[src/rtl/lbp_3x3_code_stream_defines.svh]
`ifndef LBP_3X3_CODE_STREAM_DEFINES_SVH
`define LBP_3X3_CODE_STREAM_DEFINES_SVH

// same-cycle implication, checked while not in reset
`define LBP_ASSERT_NOW(lbl, clk, rst, ante, cons, msg) \
   lbl: assert property (@(posedge clk) disable iff (rst) (ante) |-> (cons)) else $error(msg);

// next-cycle implication, checked while not in reset
`define LBP_ASSERT_NEXT(lbl, clk, rst, ante, cons, msg) \
   lbl: assert property (@(posedge clk) disable iff (rst) (ante) |=> (cons)) else $error(msg);

`endif

[src/rtl/lbp_pkg.sv]
package lbp_pkg;

   localparam int PIXEL_BITS  = 8;
   localparam int WIDTH_BITS  = 11;
   localparam int HEIGHT_BITS = 16;
   localparam int CSR_DW      = 16;
   localparam int CSR_IW      = 1;

   localparam logic [CSR_IW-1:0] CSR_IMAGE_WIDTH  = 1'd0;
   localparam logic [CSR_IW-1:0] CSR_IMAGE_HEIGHT = 1'd1;

   localparam logic [WIDTH_BITS-1:0]  WIDTH_RESET  = 11'd640;
   localparam logic [HEIGHT_BITS-1:0] HEIGHT_RESET = 16'd480;

   typedef logic [PIXEL_BITS-1:0] pixel_type;

   typedef struct packed {
      logic emit;
      logic frame_end;
   } pos_flags_type;

endpackage

[src/rtl/lbp_raster_ctr.sv]
module lbp_raster_ctr
   import lbp_pkg::*;
#(
   parameter int MAX_WIDTH = 1024
) (
   input  logic                         clock,
   input  logic                         reset,
   input  logic                         csr_wen,
   input  logic [CSR_IW-1:0]            csr_index,
   input  logic [CSR_DW-1:0]            csr_wdata,
   input  logic                         step,
   input  logic                         frame_start,
   output logic [$clog2(MAX_WIDTH)-1:0] col,
   output pos_flags_type                flags
);

   localparam int CW = $clog2(MAX_WIDTH);
   localparam int EW = ($clog2(MAX_WIDTH + 1) > WIDTH_BITS) ?
                       $clog2(MAX_WIDTH + 1) : WIDTH_BITS;

   logic [WIDTH_BITS-1:0]  width_ff;
   logic [HEIGHT_BITS-1:0] height_ff;
   logic [CW-1:0]          col_ff, col_in;
   logic [HEIGHT_BITS-1:0] row_ff, row_in;

   logic [EW-1:0]          wid_ext, wid_eff, last_col;
   logic [HEIGHT_BITS-1:0] hgt_eff, last_row;
   logic [CW-1:0]          c;
   logic [HEIGHT_BITS-1:0] r;
   logic                   end_col, end_row;

   always_ff @(posedge clock) begin
      if (reset) begin
         width_ff  <= WIDTH_RESET;
         height_ff <= HEIGHT_RESET;
      end else if (csr_wen) begin
         case (csr_index)
            CSR_IMAGE_WIDTH:  width_ff  <= csr_wdata[WIDTH_BITS-1:0];
            CSR_IMAGE_HEIGHT: height_ff <= csr_wdata[HEIGHT_BITS-1:0];
            default: ;
         endcase
      end
   end

   always_comb begin
      wid_ext = EW'(width_ff);
      if (wid_ext < EW'(3)) begin
         wid_eff = EW'(3);
      end else if (wid_ext > EW'(MAX_WIDTH)) begin
         wid_eff = EW'(MAX_WIDTH);
      end else begin
         wid_eff = wid_ext;
      end
      last_col = wid_eff - EW'(1);
      hgt_eff  = (height_ff < HEIGHT_BITS'(3)) ? HEIGHT_BITS'(3) : height_ff;
      last_row = hgt_eff - HEIGHT_BITS'(1);

      c = frame_start ? '0 : col_ff;
      r = frame_start ? '0 : row_ff;
      end_col = (EW'(c) >= last_col);
      end_row = (r >= last_row);

      flags.emit      = (r >= HEIGHT_BITS'(2)) && (c >= CW'(2));
      flags.frame_end = end_row && end_col;

      if (end_col) begin
         col_in = '0;
         row_in = end_row ? '0 : r + HEIGHT_BITS'(1);
      end else begin
         col_in = c + CW'(1);
         row_in = r;
      end
   end

   always_ff @(posedge clock) begin
      if (reset) begin
         col_ff <= '0;
         row_ff <= '0;
      end else if (step) begin
         col_ff <= col_in;
         row_ff <= row_in;
      end
   end

   assign col = c;

endmodule

[config.mk]
export PLATFORM = sky130hd
export DESIGN_NAME = lbp_raster_ctr
export DESIGN_NICKNAME = d
export VERILOG_FILES = /design/src/rtl/lbp_3x3_code_stream_defines.svh /design/src/rtl/lbp_pkg.sv /design/src/rtl/lbp_raster_ctr.sv
export SDC_FILE = /design/constraint.sdc
export NUM_CORES = 1
export LEC_CHECK = 0
export BUFFER_PORTS_ARGS = -buffer_cell sky130_fd_sc_hd__buf_2
export CORE_MARGIN = 3
export CORE_UTILIZATION = 55
export DETAILED_ROUTE_END_ITERATION = 7
export GPL_ROUTABILITY_DRIVEN = 0
export GPL_TIMING_DRIVEN = 0
export HOLD_SLACK_MARGIN = 0.02
export PLACE_DENSITY = 0.81
export SYNTH_ARGS = -nofsm -noshare
export SYNTH_HDL_FRONTEND = slang
export SYNTH_SLANG_ARGS = --single-unit
export TNS_END_PERCENT = 50
[constraint.sdc]
create_clock -name clock -period 11.6 [get_ports clock]
set_input_delay 2.32 -clock clock [delete_from_list [all_inputs] [get_ports clock]]
set_output_delay 2.32 -clock clock [all_outputs]
set_load 0.01 [all_outputs]
==> results.py <==
metrics = {
    "grt": {
        "grt_max_degree": 16,
        "antenna_found_initial": 0,
        "grt_overflow": 0,
        "grt_pass1_wl_um": 16280,
        "grt.total_usage_pct": 25.99,
        "grt_pass1_vias": 3521,
    },
    "cts": {
        "cts_tree": "done",
        "cts_hold_buf": 0,
        "clockBufferDepth": 2,
        "cts_root_buf": "clkbuf_8",
        "post_cts_buffers": 0,
        "ctsResizeCount": 0,
        "clkSinkCount": 53,
        "clk_latency_ns": 0.32,
        "htreeDepth": 2,
        "path_clk_slew_ns": 0.10,
        "cts_made_buffers": 5,
    },
    "yosys": {
        "synthTopCellsByCount": "83 x nand2_1, 53 x dfxtp_1, 38 x a21oi_1",
        "synth_cell_type_count": 62,
        "yosys-top-cells-area": "dfxtp_1 28%, ha_1 11%, nand2_1 8.3%",
        "synthCells": 493,
        "synth_top_area_cell": "dfxtp_1",
        "synth_edf_count": 0,
        "synthFlopType": "dfxtp_1",
        "synthMostInstantiatedCell": "nand2_1",
        "synth_warnings": 0,
        "synth_top_area_share_pct": 28.19,
        "yosys_register_bits": 53,
        "synthesis.area_sq_um": 3764,
        "synth.yosys.seq_area_share_pct": 28.19,
        "syn_area_per_cell_sq_um": 7.634,
        "syn_nets": 547,
        "async_reset_ff_share_pct": 0,
    },
    "detailed_routing": {
        "dr.first_iter.drc_count": 259,
        "wl_um": 9827,
        "drt-wirelength-per-cell_um": 16.11,
        "avgViaCountPerCell": 6.205,
        "first_pass_iters": 5,
        "detail-route-antenna-nets": 0,
        "vias": 3785,
        "drc": 0,
    },
    "floorplanning": {
        "die_y_um": 88.72,
        "io_pins": 34,
        "num_rows": 29,
        "start_util_pct": 57.95,
        "die_w_um": 88.72,
        "core_area_sq_um": 6495,
        "dieArea_sq_um": 7871,
    },
    "final_layout": {
        "layoutNonFillerInstCount": 610,
        "n_fill_cell": 599,
        "multi_input_area_sq_um": 2535,
        "num_antenna_cells": 0,
        "regArea_sq_um": 1061,
        "fin_util_pct": 63.69,
        "fin_area_sq_um": 4136,
        "drive_gt1_share_pct": 9.381,
        "fin_nets": 586,
        "area_growth_pct": 9.907,
    },
    "flow_run": {
        "cap_violations": 0,
    },
    "power_and_ir_drop": {
        "total_leakage_power_uw": 0.001742,
        "peakVddDrop_uv": 92.55,
        "power_density_nw_per_um2": 95.15,
    },
    "place": {
        "hpwl_um": 7583,
        "place_inst": 602,
        "io_buffers": 32,
        "placed_area_sq_um": 4020,
        "place_ws_ns": 3.938,
    },
    "critical_path": {
        "ff2ff_path_depth": 16,
        "cp.arrival_ns": 5.36,
        "end_kind": "output pin",
        "worstSetupPathType": "in2out",
        "cp-start-kind": "input pin",
        "required_ns": 9.28,
        "r2r-end": "row_ff[8]",
        "cp_max_fo": 10,
        "rrSetupSlack_ns": 7.06,
        "crit-reg2reg-launch": "height_ff[5]",
    },
    "hold_path": {
        "hold_path_depth": 1,
        "min_to": "row_ff[14]",
        "hold_path.startpoint": "row_ff[14]",
        "hold_class": "reg2reg",
    },
    "sta": {
        "final_hold_viol_count": 0,
        "timing.fmax_mhz": 130.3,
        "max_slew_margin_pct": 22.50,
        "fin_crit_ns": 7.676,
        "worst_slack_ns": 3.924,
        "skew_ns": 0.01238,
        "fin_tns_setup_ns": 0,
        "fin_crit_sh_pct": 66.17,
        "rsz0062_at_grt": "no",
        "final-max-slew-violation-count": 0,
        "setup_viol": 0,
        "max_slew.worst_pin.slew_ns": 1.133,
    },
    "outcome": {
        "status": "completed",
    },
}
-- per-stage QoR --
stage / hold slack (ns) / power [uW]
3_3_place_gp: 0.4462 / 259.9
3_5_place_dp: 0.4620 / 263.0
4_1_cts: 0.4869 / 391.5
5_1_grt: 0.5137 / 411.2
6_report: 0.4891 / 393.6
2_1_floorplan: 0.4366 / 243.7
-- worst max path at each step --
stage	depth (start not counted)	to	slack, ns	start
global placement	12	flags[0]	4.05	frame_start
CTS	12	flags[0]	3.95	frame_start
detailed placement	12	flags[0]	3.94	frame_start
global route	12	flags[0]	3.81	frame_start
floorplan	10	flags[0]	4.76	frame_start
finish	12	flags[0]	3.92	frame_start
-- worst max-delay path, cell delays in order --
cell	delay, ns
buf_2	0.11
buf_2	0.20
clkbuf_1	0.51
nor2_1	0.24
ha_1	0.36
a21o_1	0.18
a2111oi_0	0.45
o31a_1	0.35
a21bo_2	0.18
buf_2	0.22
nor2_1	0.06
buf_2	0.17
-- routing by layer --
| metal | part of all wire, % | vias up | track usage, % |
|---|---|---|---|
| met2 | 47 | 136 | 42.91 |
| met5 | 0 | - | 0 |
| met1 | 45 | 1755 | 34.48 |
| li1 | - | 1866 | - |
| met3 | 6.3 | 28 | 4.004 |
| met4 | 2.0 | 0 | 8.791 |
-- sequential cells by signal, summed over array words and instances (netlist names) --
| name | cells |
|---|---|
| col_ff | 10 |
| height_ff | 16 |
| row_ff | 16 |
| wid_ext | 11 |
-- layout make-up --
cell class                 instances  share of cell area [%]
timing repair buffer              32                   3.872
clock inverter                     1                  0.7260
clock buffer                       7                   2.087
tap                               77                   2.329
multi-input combinational        400                   61.28
sequential                        53                   25.65
inverter                          19                   1.724
buffer                            21                   2.329
-- logic make-up (layout without fill, tap and decap cells) --
kind of cell	count (synthesis)	after routing	share of synthesized area (%)
compound gates	108	108	19.85
xor+xnor	17	17	3.956
fa+ha+maj	32	32	10.64
buf+inv	40	80	4.455
flops	53	53	28.19
mux	2	2	0.5319
simple gates	241	241	32.38
-- report_power, final --
part           switching (uW)  total (uW)  internal [uW]
registers                6.46         194            187
clock network            63.2         134           70.5
logic                    39.3        66.2           26.9
total                     109         394            285
-- cells in the final DEF, fill, tap and decap left out, types with 15 or more instances in the layout --
cell type / count
nor2b_1: 22
nor2_1: 37
nand2_1: 83
dfxtp_1: 53
buf_2: 34
a21oi_1: 38
clkbuf_1: 16
ha_1: 32
nand3_1: 16
nor4_1: 15
nor3_1: 17
inv_1: 18
No activity file was read; power rests on OpenSTA's default activity.
