File: config.mk
export PLATFORM = sky130hd
export DESIGN_NAME = lbp_window
export DESIGN_NICKNAME = d
export VERILOG_FILES = /design/src/rtl/lbp_3x3_code_stream_defines.svh /design/src/rtl/lbp_pkg.sv /design/src/rtl/lbp_window.sv
export SDC_FILE = /design/constraint.sdc
export NUM_CORES = 1
export LEC_CHECK = 0
export BUFFER_PORTS_ARGS = -buffer_cell sky130_fd_sc_hd__buf_2
export CAP_MARGIN = 20
export CORE_ASPECT_RATIO = 2
export CORE_UTILIZATION = 53
export DETAILED_ROUTE_END_ITERATION = 8
export PLACE_DENSITY = 0.75
export RECOVER_POWER = 50
export SLEW_MARGIN = 20
export SYNTH_ARGS = -nofsm -noshare
export SYNTH_HDL_FRONTEND = slang
export SYNTH_SLANG_ARGS = --single-unit
File: constraint.sdc
create_clock -name clock -period 1.7 [get_ports clock]
set_clock_uncertainty 0.2 [all_clocks]
set_input_delay 0.34 -clock clock [delete_from_list [all_inputs] [get_ports clock]]
set_output_delay 0.34 -clock clock [all_outputs]
set_load 0.02 [all_outputs]
File: src/rtl/lbp_3x3_code_stream_defines.svh
`ifndef LBP_3X3_CODE_STREAM_DEFINES_SVH
`define LBP_3X3_CODE_STREAM_DEFINES_SVH

// same-cycle implication, checked while not in reset
`define LBP_ASSERT_NOW(lbl, clk, rst, ante, cons, msg) \
   lbl: assert property (@(posedge clk) disable iff (rst) (ante) |-> (cons)) else $error(msg);

// next-cycle implication, checked while not in reset
`define LBP_ASSERT_NEXT(lbl, clk, rst, ante, cons, msg) \
   lbl: assert property (@(posedge clk) disable iff (rst) (ante) |=> (cons)) else $error(msg);

`endif

File: src/rtl/lbp_pkg.sv
package lbp_pkg;

   localparam int PIXEL_BITS  = 8;
   localparam int WIDTH_BITS  = 11;
   localparam int HEIGHT_BITS = 16;
   localparam int CSR_DW      = 16;
   localparam int CSR_IW      = 1;

   localparam logic [CSR_IW-1:0] CSR_IMAGE_WIDTH  = 1'd0;
   localparam logic [CSR_IW-1:0] CSR_IMAGE_HEIGHT = 1'd1;

   localparam logic [WIDTH_BITS-1:0]  WIDTH_RESET  = 11'd640;
   localparam logic [HEIGHT_BITS-1:0] HEIGHT_RESET = 16'd480;

   typedef logic [PIXEL_BITS-1:0] pixel_type;

   typedef struct packed {
      logic emit;
      logic frame_end;
   } pos_flags_type;

endpackage

File: src/rtl/lbp_window.sv
module lbp_window
   import lbp_pkg::*;
(
   input  logic      clock,
   input  logic      reset,
   input  logic      shift,
   input  pixel_type top,
   input  pixel_type mid,
   input  pixel_type bot,
   output pixel_type code
);

   // left column top, mid, bottom, then centre column top, mid, bottom
   pixel_type win_ff [6];
   pixel_type centre;

   always_ff @(posedge clock) begin
      if (reset) begin
         for (int i = 0; i < 6; i++) begin
            win_ff[i] <= '0;
         end
      end else if (shift) begin
         win_ff[0] <= win_ff[3];
         win_ff[1] <= win_ff[4];
         win_ff[2] <= win_ff[5];
         win_ff[3] <= top;
         win_ff[4] <= mid;
         win_ff[5] <= bot;
      end
   end

   always_comb begin
      centre  = win_ff[4];
      code[7] = win_ff[0] > centre;
      code[6] = win_ff[3] > centre;
      code[5] = top > centre;
      code[4] = mid > centre;
      code[3] = bot > centre;
      code[2] = win_ff[5] > centre;
      code[1] = win_ff[2] > centre;
      code[0] = win_ff[1] > centre;
   end

endmodule

==> metrics.md, run 1 <==
| Metric | Value |
|---|---|
| Vias/cell | `5.68` |
| Reg power frac | `44.6%` |
| Most frequent cell after synthesis | `ha_1` |
| Vias in the first global route | `2408` |
| GRT Overall Usage | `22.9%` |
| Die Height | `111 um` |
| Failing checks | `design-rule violations, negative setup slack` |
| Synth unique cells | `15` |
| Syn Inst Count | `270` |
| Max-capacitance violation count | `0` |
| Switching power | `0.886 mW` |
| Initial antenna violation count | `0` |
| Clock power frac | `28.6%` |
| Leak pwr | `1.67 nW` |
| Reg clk slew, reported paths | `0.06 ns` |
| Wirelength per Cell | `16.3 um` |
| Hold WC Path Type | `primary input to register` |
| Overall power | `3.24 mW` |
| Worst slew margin | `50.4%` |
| Measured slew at the worst slew-check pin | `0.742 ns` |
| Die Span X | `56.7 um` |
| Clk_lat worst skew | `0.29 ns` |
| Pre-CTS setup slack | `-0.462 ns` |
| Max VDD drop | `0.784 mV` |
| Required @ worst endpoint | `1.16 ns` |
| DPL Wire Length | `4950 um` |
| Minimum clock period | `2.44 ns` |
| Endpoints failing hold | `0` |
| Clk buf depth | `2` |
| Internal power | `2.35 mW` |
| Post-Route WL | `6440 um` |
| Layout net count | `424` |
| Synth cell count leaders | `ha_1, and2_1, edfxtp_1, a21oi_1, nand4_1` |
| First-pass DRT Iterations | `6` |
| Final ANT Viol Nets | `0` |
| Num ports | `35` |
| Setup crit end kind | `output port` |
| PortBufs | `34` |
| Synth top area share | `45.4%` |
| Root Buffer | `clkbuf_16` |
| Site row count | `39` |
| Highest clock rate | `410 MHz` |
| Post-synth EDFFs | `48` |
| Worst-path maximum fanout | `8` |
| TritonCTS clock tree | `yes` |
| Clock sinks | `48` |
| Die area | `0.00632 sq mm` |
| Slew Limit Fails | `0` |
| Ys async rst share | `0%` |
| Combinational share of power | `26.8%` |
| Initial DRC count | `69` |
| CTS buffer count | `5` |
| Share of layout cells above drive strength 1 | `26.9%` |
| DR DRC count | `2` |
| Switching share of total power | `27.3%` |
| Fin crit share | `143%` |
| Synth Warn # | `0` |
| R2R setup slack | `0.58 ns` |
| Placer congestion estimate | `0.767` |
| Grt total ovfl | `0` |
| Top flop regs | `win_ff: 48 flops` |
| Finish-stage setup viols | `8` |
| Initial Util | `55.1%` |
| Critical Path Start Type | `register` |
| # fillers | `453` |
| Syn_nets | `361` |
| Synth Flop Type | `edfxtp_1` |
| Post-synth top area cell | `edfxtp_1` |
| First-pass GRT wire length | `10600 um` |
| Final setup margin | `-0.738 ns` |
| Reg with most FFs | `win_ff` |
| Htree depth | `2` |
| Placeable Area | `0.00576 sq mm` |
| Largest net degree at the start of global routing | `49` |
| Status | `finished with violations` |
| RSZ-0062 raised after global routing | `yes` |
| Register area share after synthesis | `45.4%` |
| Yosys reg bits | `48` |
| Ant diodes | `0` |
| Post-Syn Area | `0.00317 sq mm` |
| Critical path class | `register to output port` |
| Area grow syn2layout | `21.6%` |
| Largest cells by area after synthesis | `edfxtp_1, ha_1, and2_1, a21oi_1, nand4_1` |
| Vias | `2245` |
| CP Data Arrival Time | `1.90 ns` |
| Pwr dens | `840 mW/mm^2` |
| Post-Syn Area per Cell | `11.8 sq um` |
| Max FFs per register | `48` |
repair_timing:
item,in CTS,in global routing
gates resized for setup,17,8
pin swaps,3,3
hold buffers,0,0
setup endpoints to repair,8,8
setup buffers,2,1
layer usage:
layer / GRT usage (%) / part of all wire, % / vias to the layer above
met5: 0 / 0 / -
met4: 11.2 / 3.4 / 0
met3: 4.41 / 2.7 / 15
met2: 44.9 / 57 / 45
met1: 21.2 / 36 / 1051
li1: - / - / 1134
power groups by stage:
stage	logic [mW]	clock network (mW)	registers, mW
3_5_place_dp	0.817	0	1.46
6_report	0.869	0.927	1.44
3_3_place_gp	0.775	0	1.45
2_1_floorplan	0.506	0	1.45
5_1_grt	0.982	0.980	1.45
4_1_cts	0.865	0.937	1.44
area by class of cell:
cell class,count,area (sq um),area share (%)
Timing Repair Buffer,61,388,10.1
Tap cell,61,76.3,1.98
Inverter,15,65.1,1.69
Multi-Input combinational cell,202,1750,45.4
Sequential cell,48,1440,37.4
Clock inverter,1,3.75,0.0973
Clock buffer,7,133,3.44
cell usage in the layout, fill, tap and decap left out:
| master | Yosys | layout |
|---|---|---|
| o21ai_2 | 0 | 1 |
| clkbuf_1 | 0 | 3 |
| clkbuf_16 | 0 | 5 |
| inv_1 | 15 | 11 |
| ha_1 | 64 | 56 |
| nand2_1 | 8 | 8 |
| clkinvlp_4 | 0 | 1 |
| o211ai_1 | 8 | 8 |
| a21oi_2 | 0 | 1 |
| o21ai_0 | 8 | 4 |
| or2_2 | 1 | 1 |
| nand4_1 | 16 | 16 |
| nor2b_2 | 0 | 1 |
| edfxtp_1 | 48 | 48 |
| buf_2 | 0 | 31 |
| clkinv_1 | 0 | 1 |
| nor2b_4 | 1 | 1 |
| inv_2 | 0 | 2 |
| buf_4 | 0 | 25 |
| clkbuf_4 | 0 | 1 |
| o21ai_1 | 0 | 3 |
| and2_1 | 48 | 48 |
| o22a_2 | 0 | 8 |
| buf_6 | 3 | 3 |
| clkinv_4 | 0 | 1 |
| a21oi_1 | 32 | 31 |
| nor2b_1 | 8 | 7 |
| ha_4 | 0 | 8 |
logic make-up (layout without fill, tap and decap cells):
| group | count (synthesis) | in the layout | share of synthesized area, % |
|---|---|---|---|
| AND/OR/NAND/NOR | 82 | 82 | 15.8 |
| adder cells (fa/ha/maj) | 64 | 64 | 25.2 |
| AO/OA/AOI/OAI | 56 | 56 | 10.4 |
| flip-flops | 48 | 48 | 45.4 |
| buffers and inverters | 20 | 84 | 3.15 |
worst max-delay path, cell delays in order (launching register included):
cell and delay (ns):
edfxtp_1 0.40, clkinv_4 0.14, ha_1 0.34, nor2b_1 0.14, o211ai_1 0.17, a21oi_1 0.08, o22a_2 0.19, buf_2 0.15
through the flow:
step | hold WS [ns] | utilization, % | TNS [ns] | cells | area, sq um
after CTS | 0.134 | 66.4 | -5.65 | 394 | 3820
after detailed placement | 0.342 | 62.1 | -3.49 | 384 | 3580
after global placement | 0.330 | 62.1 | -3.33 | 384 | 3580
after global routing | 0.149 | 67.0 | -6.49 | 395 | 3860
final | 0.142 | 67.0 | -5.71 | 395 | 3860
after floorplan | 0.325 | - | -1.20 | 270 | 3180
final timing paths:
check                              startpoint       endpoint  depth (start not counted)
worst max-delay path            win_ff[0][33]        code[1]                          7
worst min-delay path                   top[0]  win_ff[0][24]                          2
worst max register to register  win_ff[0][32]   win_ff[0][8]                          2
worst min register to register  win_ff[0][36]  win_ff[0][12]                          1
(Power assumes the default switching activity.)
==> run 2, diff against run 1 <==
--- a/config.mk
+++ b/config.mk
@@ -7,11 +7,12 @@
 export LEC_CHECK = 0
 export BUFFER_PORTS_ARGS = -buffer_cell sky130_fd_sc_hd__buf_2
 export CAP_MARGIN = 20
-export CORE_ASPECT_RATIO = 2
+export CORE_ASPECT_RATIO = 0.8
 export CORE_UTILIZATION = 53
 export DETAILED_ROUTE_END_ITERATION = 8
 export PLACE_DENSITY = 0.75
 export RECOVER_POWER = 50
+export SETUP_SLACK_MARGIN = 0.02
 export SLEW_MARGIN = 20
 export SYNTH_ARGS = -nofsm -noshare
 export SYNTH_HDL_FRONTEND = slang
==> metrics.md, run 2 (same netlist as run 1, synthesis figures left out) <==
| Metric | Value |
|---|---|
| Die Height | `71.2 um (-36%)` |
| Vias | `2216 (-1.3%)` |
| Setup crit end kind | `output port` |
| Die area | `0.00630 sq mm (-0.27%)` |
| First-pass GRT wire length | `10200 um (-3.7%)` |
| Clk_lat worst skew | `0.30 ns (about the same)` |
| Max VDD drop | `0.614 mV (-22%)` |
| Initial DRC count | `98 (+42%)` |
| Critical path's largest stage delay | `0.40 ns (about the same)` |
| Clock sinks | `48 (unchanged)` |
| Critical R2R Launch | `win_ff[0][32]` |
| Pre-CTS setup slack | `-0.424 ns (+0.0374 ns)` |
| Htree depth | `2 (unchanged)` |
| Commonest non-fill, non-tap cell in the layout | `ha_1` |
| Root Buffer | `clkbuf_8` |
| Crit-path cells | `clkinv_4 > ha_4 > nor2b_1 > o211ai_1 > a21oi_1 > o22a_2 > buf_6` |
| Critical path class | `register to output port` |
| PortBufs | `34 (unchanged)` |
| R2R setup slack | `0.56 ns (-0.02 ns)` |
| Final core utilization | `68.9% (+1.9 points)` |
| Failing checks | `negative setup slack` |
| CTS buffer count | `5 (unchanged)` |
| RSZ-0062 raised after global routing | `yes` |
| Critical Path Start Type | `register` |
| Largest net degree at the start of global routing | `49 (unchanged)` |
| Worst-path maximum fanout | `8 (unchanged)` |
| Max FFs per register | `48 (unchanged)` |
| Dpl cell area | `0.00358 sq mm (about the same)` |
| Fin crit share | `142% (-1.6 points)` |
| WHS Endpoint | `win_ff[0][28]` |
| Vias in the first global route | `2233 (-7.3%)` |
| Setup TNS | `-5.41 ns (+0.292 ns)` |
| Overall power | `3.16 mW (-2.5%)` |
| DPL Wire Length | `4480 um (-9.4%)` |
| Top flop regs | `win_ff: 48 flops` |
| Vias/cell | `5.51 (-3.0%)` |
| Reg with most FFs | `win_ff` |
| Pwr dens | `816 mW/mm^2 (-2.8%)` |
| Leak pwr | `1.66 nW (-0.50%)` |
| Site row count | `24 (-38%)` |
| CP Data Arrival Time | `1.87 ns (-0.03 ns)` |
| Cells on worst reg2reg path | `2 (unchanged)` |
| Grt total ovfl | `0 (unchanged)` |
| Final setup margin | `-0.711 ns (+0.0267 ns)` |
| DR DRC count | `0 (-2)` |
| Initial antenna violation count | `0 (unchanged)` |
| Clk buf depth | `2 (unchanged)` |
| Hold wc startpoint | `top[4]` |
| Post-Route WL | `6270 um (-2.5%)` |
| Reg clk slew, reported paths | `0.09 ns (+0.03 ns)` |
| Layout Cells excl Fill | `402 (+1.8%)` |
| Slew Limit Fails | `0 (unchanged)` |
| Worst hold slack | `0.130 ns (-0.0112 ns)` |
| Most frequent cells in the layout | `ha_1, and2_1, edfxtp_1` |
| TritonCTS clock tree | `yes` |
| Worst slew margin | `47.7% (-2.7 points)` |
| Hold WC Path Type | `primary input to register` |
| Dpl cells | `393 (+2.3%)` |
| Share of layout cells above drive strength 1 | `25.0% (-1.9 points)` |
| Hold path depth | `2 (unchanged)` |
| Finish-stage setup viols | `8 (unchanged)` |
| Final ANT Viol Nets | `0 (unchanged)` |
| Status | `finished with violations` |
| Minimum clock period | `2.41 ns (-0.0267 ns)` |
| Placer congestion estimate | `0.789 (+2.9%)` |
| Max-capacitance violation count | `0 (unchanged)` |
| Required @ worst endpoint | `1.16 ns (about the same)` |
| Design Area, Final | `0.00387 sq mm (+0.29%)` |
| Die Span X | `88.5 um (+56%)` |
| Area grow syn2layout | `22.0%` |
| Measured slew at the worst slew-check pin | `0.782 ns (+0.0399 ns)` |
| Endpoints failing hold | `0 (unchanged)` |
| Ant diodes | `0 (unchanged)` |
| First-pass DRT Iterations | `5 (-1)` |
| Slowest CP cell | `edfxtp_1` |
| Num ports | `35 (unchanged)` |
| Highest clock rate | `415 MHz (+1.1%)` |
| GRT Overall Usage | `21.8% (-1.1 points)` |
| Wirelength per Cell | `15.6 um (-4.2%)` |
| Reg-to-Reg End | `win_ff[0][8]` |
| Placeable Area | `0.00562 sq mm (-2.5%)` |
| Layout net count | `414 (-2.4%)` |
| Initial Util | `56.5% (+1.4 points)` |
==> run 2: worst max-delay path: cells and delay by family, from the launching register on <==
family          cells  cell delay (ns)
compound gates      3             0.45
flops               1             0.40
fa+ha+maj           1             0.28
buf+inv             2             0.31
simple gates        1             0.13
==> run 2: layer usage <==
layer  GRT usage, %  routed length [um]  up-vias
met5              0                   0        -
met4           5.02                  40        0
met3           3.97                 266        4
met2           38.7                3250       33
met1           27.5                2720     1059
li1               -                   -     1120
==> run 2: area by class of cell <==
cell class              count  area, sq um
clock buffers               5         68.8
fillers                   415         1750
repair buffers             51          383
clock inverters             3         42.5
flip-flops and latches     48         1440
well taps                  78         97.6
inverters                  15         61.3
multi-input cells         202         1780
==> run 2: how the worst max path moves through the flow <==
stage / start / endpoint / slack, ns / cells past startpoint
2_1_floorplan: win_ff[0][33] / code[2] / -0.15 / 6
5_1_grt: win_ff[0][33] / code[0] / -0.81 / 7
6_report: win_ff[0][33] / code[6] / -0.71 / 7
3_3_place_gp: win_ff[0][37] / code[6] / -0.36 / 7
4_1_cts: win_ff[0][33] / code[1] / -0.73 / 7
3_5_place_dp: win_ff[0][33] / code[6] / -0.42 / 7
==> run 2: power by group <==
group | internal, mW | switching [mW]
Sequential | 1.40 | 0.0399
Combinational | 0.439 | 0.450
Clock | 0.436 | 0.397
Total | 2.27 | 0.886
==> run 2: what timing repair did <==
| action | in CTS | in global routing |
|---|---|---|
| setup buffers | 0 | 1 |
| pin swaps | 4 | 13 |
| cloned | 0 | 0 |
| hold buffers | 0 | 0 |
| endpoints found under the setup margin | 8 | 8 |
| endpoints found under the hold margin | 0 | 0 |
| resized for setup | 5 | 30 |
==> run 3, diff against run 2 <==
--- a/config.mk
+++ b/config.mk
@@ -8,9 +8,9 @@
 export BUFFER_PORTS_ARGS = -buffer_cell sky130_fd_sc_hd__buf_2
 export CAP_MARGIN = 20
 export CORE_ASPECT_RATIO = 0.8
-export CORE_UTILIZATION = 53
+export CORE_UTILIZATION = 60
 export DETAILED_ROUTE_END_ITERATION = 8
-export PLACE_DENSITY = 0.75
+export PLACE_DENSITY = 0.8
 export RECOVER_POWER = 50
 export SETUP_SLACK_MARGIN = 0.02
 export SLEW_MARGIN = 20
==> constraint.sdc (replaced) <==
create_clock -name clock -period 2.8 [get_ports clock]
set_clock_uncertainty 0.2 [all_clocks]
set_input_delay 0.56 -clock clock [delete_from_list [all_inputs] [get_ports clock]]
set_output_delay 0.56 -clock clock [all_outputs]
set_load 0.02 [all_outputs]
==> metrics.md, run 3 (same netlist as run 1, synthesis figures left out) <==
| Metric | Value |
|---|---|
| Overall power | `1.74 mW (-45%)` |
| Root Buffer | `clkbuf_8` |
| First-pass GRT wire length | `9650 um (-5.8%)` |
| Setup crit end kind | `output port` |
| Layout Cells excl Fill | `377 (-6.2%)` |
| Vias/cell | `5.80 (+5.3%)` |
| Slew Limit Fails | `0 (unchanged)` |
| Measured slew at the worst slew-check pin | `1.39 ns (+0.611 ns)` |
| Clk_lat worst skew | `0.30 ns (about the same)` |
| DPL Wire Length | `4220 um (-5.7%)` |
| CTS buffer count | `5 (unchanged)` |
| Worst slew margin | `6.68% (-41 points)` |
| Reg with most FFs | `win_ff` |
| PortBufs | `34 (unchanged)` |
| Crit-path cells | `clkinvlp_4 > buf_12 > ha_1 > nor2b_1 > o211ai_1 > a21oi_1 > o22a_1 > buf_2` |
| Placeable Area | `0.00504 sq mm (-10%)` |
| Design Area, Final | `0.00363 sq mm (-6.1%)` |
| Share of layout cells above drive strength 1 | `18.5% (-6.5 points)` |
| Die Span X | `83.3 um (-5.9%)` |
| Status | `completed` |
| Placer congestion estimate | `0.825 (+4.6%)` |
| Dpl cells | `362 (-7.9%)` |
| Largest net degree at the start of global routing | `49 (unchanged)` |
| Worst-path maximum fanout | `8 (unchanged)` |
| Switching power | `0.507 mW (-43%)` |
| Post-Route WL | `6220 um (-0.81%)` |
| Setup TNS | `0 ns (+5.41 ns)` |
| Max-capacitance violation count | `0 (unchanged)` |
| DR DRC count | `0 (unchanged)` |
| Die area | `0.00559 sq mm (-11%)` |
| Layout net count | `404 (-2.4%)` |
| Area grow syn2layout | `14.6%` |
| Endpoints failing hold | `0 (unchanged)` |
| Vias | `2188 (-1.3%)` |
| Final setup margin | `0.0540 ns (+0.765 ns)` |
| Fin crit share | `98.1%` |
| GRT Overall Usage | `22.9% (+1.1 points)` |
| Reg power frac | `50.5% (+5.0 points)` |
| Critical path's largest stage delay | `0.40 ns (about the same)` |
| Slowest CP cell | `edfxtp_1` |
| Pwr dens | `478 mW/mm^2 (-41%)` |
| Htree depth | `2 (unchanged)` |
| TritonCTS clock tree | `yes` |
| Initial DRC count | `148 (+51%)` |
| Finish-stage setup viols | `0 (-8)` |
| Die Height | `67.0 um (-5.8%)` |
| Critical Path Start Type | `register` |
| Wirelength per Cell | `16.5 um (+5.8%)` |
| Commonest non-fill, non-tap cell in the layout | `ha_1` |
| Max FFs per register | `48 (unchanged)` |
| Leak pwr | `1.55 nW (-7.1%)` |
| Initial antenna violation count | `1 (+1)` |
| CP bufs+invs | `3 (+1)` |
| Internal power | `1.23 mW (-46%)` |
| Worst path top cell family by delay | `buffers and inverters` |
| Highest clock rate | `364 MHz` |
| RSZ-0062 raised after global routing | `yes` |
| Hold WC Path Type | `primary input to register` |
| Final ANT Viol Nets | `0 (unchanged)` |
| Pre-CTS setup slack | `0.335 ns (+0.759 ns)` |
| Initial Util | `63.0% (+6.5 points)` |
| Clk buf depth | `2 (unchanged)` |
| Clock sinks | `48 (unchanged)` |
| Critical path class | `register to output port` |
| Grt total ovfl | `0 (unchanged)` |
| Max VDD drop | `0.331 mV (-46%)` |
| Final core utilization | `72.2% (+3.3 points)` |
| Dpl cell area | `0.00338 sq mm (-5.4%)` |
| Switching share of total power | `29.2% (+1.1 points)` |
| Num ports | `35 (unchanged)` |
| Site row count | `23 (-4.2%)` |
| Required @ worst endpoint | `2.04 ns (+0.88 ns)` |
| CP Data Arrival Time | `1.99 ns (+0.12 ns)` |
| Vias in the first global route | `2162 (-3.2%)` |
| Most frequent cells in the layout | `ha_1, and2_1, edfxtp_1` |
| Clock power frac | `22.7% (-3.7 points)` |
| Minimum clock period | `2.75 ns` |
| First-pass DRT Iterations | `4 (-1)` |
| Combinational share of power | `26.7% (-1.4 points)` |
| Top flop regs | `win_ff: 48 flops` |
| Reg clk slew, reported paths | `0.08 ns (about the same)` |
| Worst hold slack | `0.348 ns (+0.218 ns)` |
==> run 3: changes by cell type in the layout (fill, tap and decap cells not counted), moves of 5 or more <==
cell and delta:
nor2b_4 -5, buf_2 +9, buf_6 -8, o22a_2 -8
buf_4 -9, o22a_1 +8
==> run 3: per-layer routing <==
metal | part of all wire (%) | up-vias | GRT usage, %
li1 | - | 1101 | -
met1 | 45 | 1036 | 27.8
met2 | 50 | 43 | 39.2
met3 | 3.6 | 8 | 6.20
met4 | 1.4 | 0 | 9.48
met5 | 0 | - | 0
==> run 3: layout make-up <==
| type | instances | area (sq um) |
|---|---|---|
| diodes | 1 | 2.50 |
| clock buffers | 7 | 76.3 |
| clock inverters | 1 | 3.75 |
| fillers | 351 | 1400 |
| inverters | 15 | 71.3 |
| multi-input cells | 202 | 1700 |
| flip-flops and latches | 48 | 1440 |
| well taps | 62 | 77.6 |
| repair buffers | 41 | 260 |
==> run 3: repair_timing <==
| item | CTS | global route |
|---|---|---|
| setup endpoints to repair | 2 | 8 |
| buffers inserted | 0 | 6 |
| hold buffers | 0 | 0 |
| gates cloned | 0 | 0 |
| pin swaps | 0 | 2 |
| resized for setup | 1 | 10 |
==> run 3: worst paths after layout <==
kind              depth (start not counted)             to  slack (ns)     startpoint
setup / recovery                          8        code[6]        0.05  win_ff[0][33]
hold / removal                            2  win_ff[0][28]        0.35         top[4]
setup reg to reg                          1   win_ff[0][8]        1.54  win_ff[0][32]
hold reg to reg                           1  win_ff[0][12]        0.35  win_ff[0][36]
==> run 3: power by group through the flow <==
| stage | logic [mW] | clock network [mW] | registers (mW) |
|---|---|---|---|
| after floorplan | 0.303 | 0 | 0.880 |
| after global placement | 0.401 | 0 | 0.887 |
| after detailed placement | 0.424 | 0 | 0.888 |
| after CTS | 0.427 | 0.396 | 0.873 |
| after global routing | 0.525 | 0.431 | 0.884 |
| final | 0.465 | 0.395 | 0.879 |
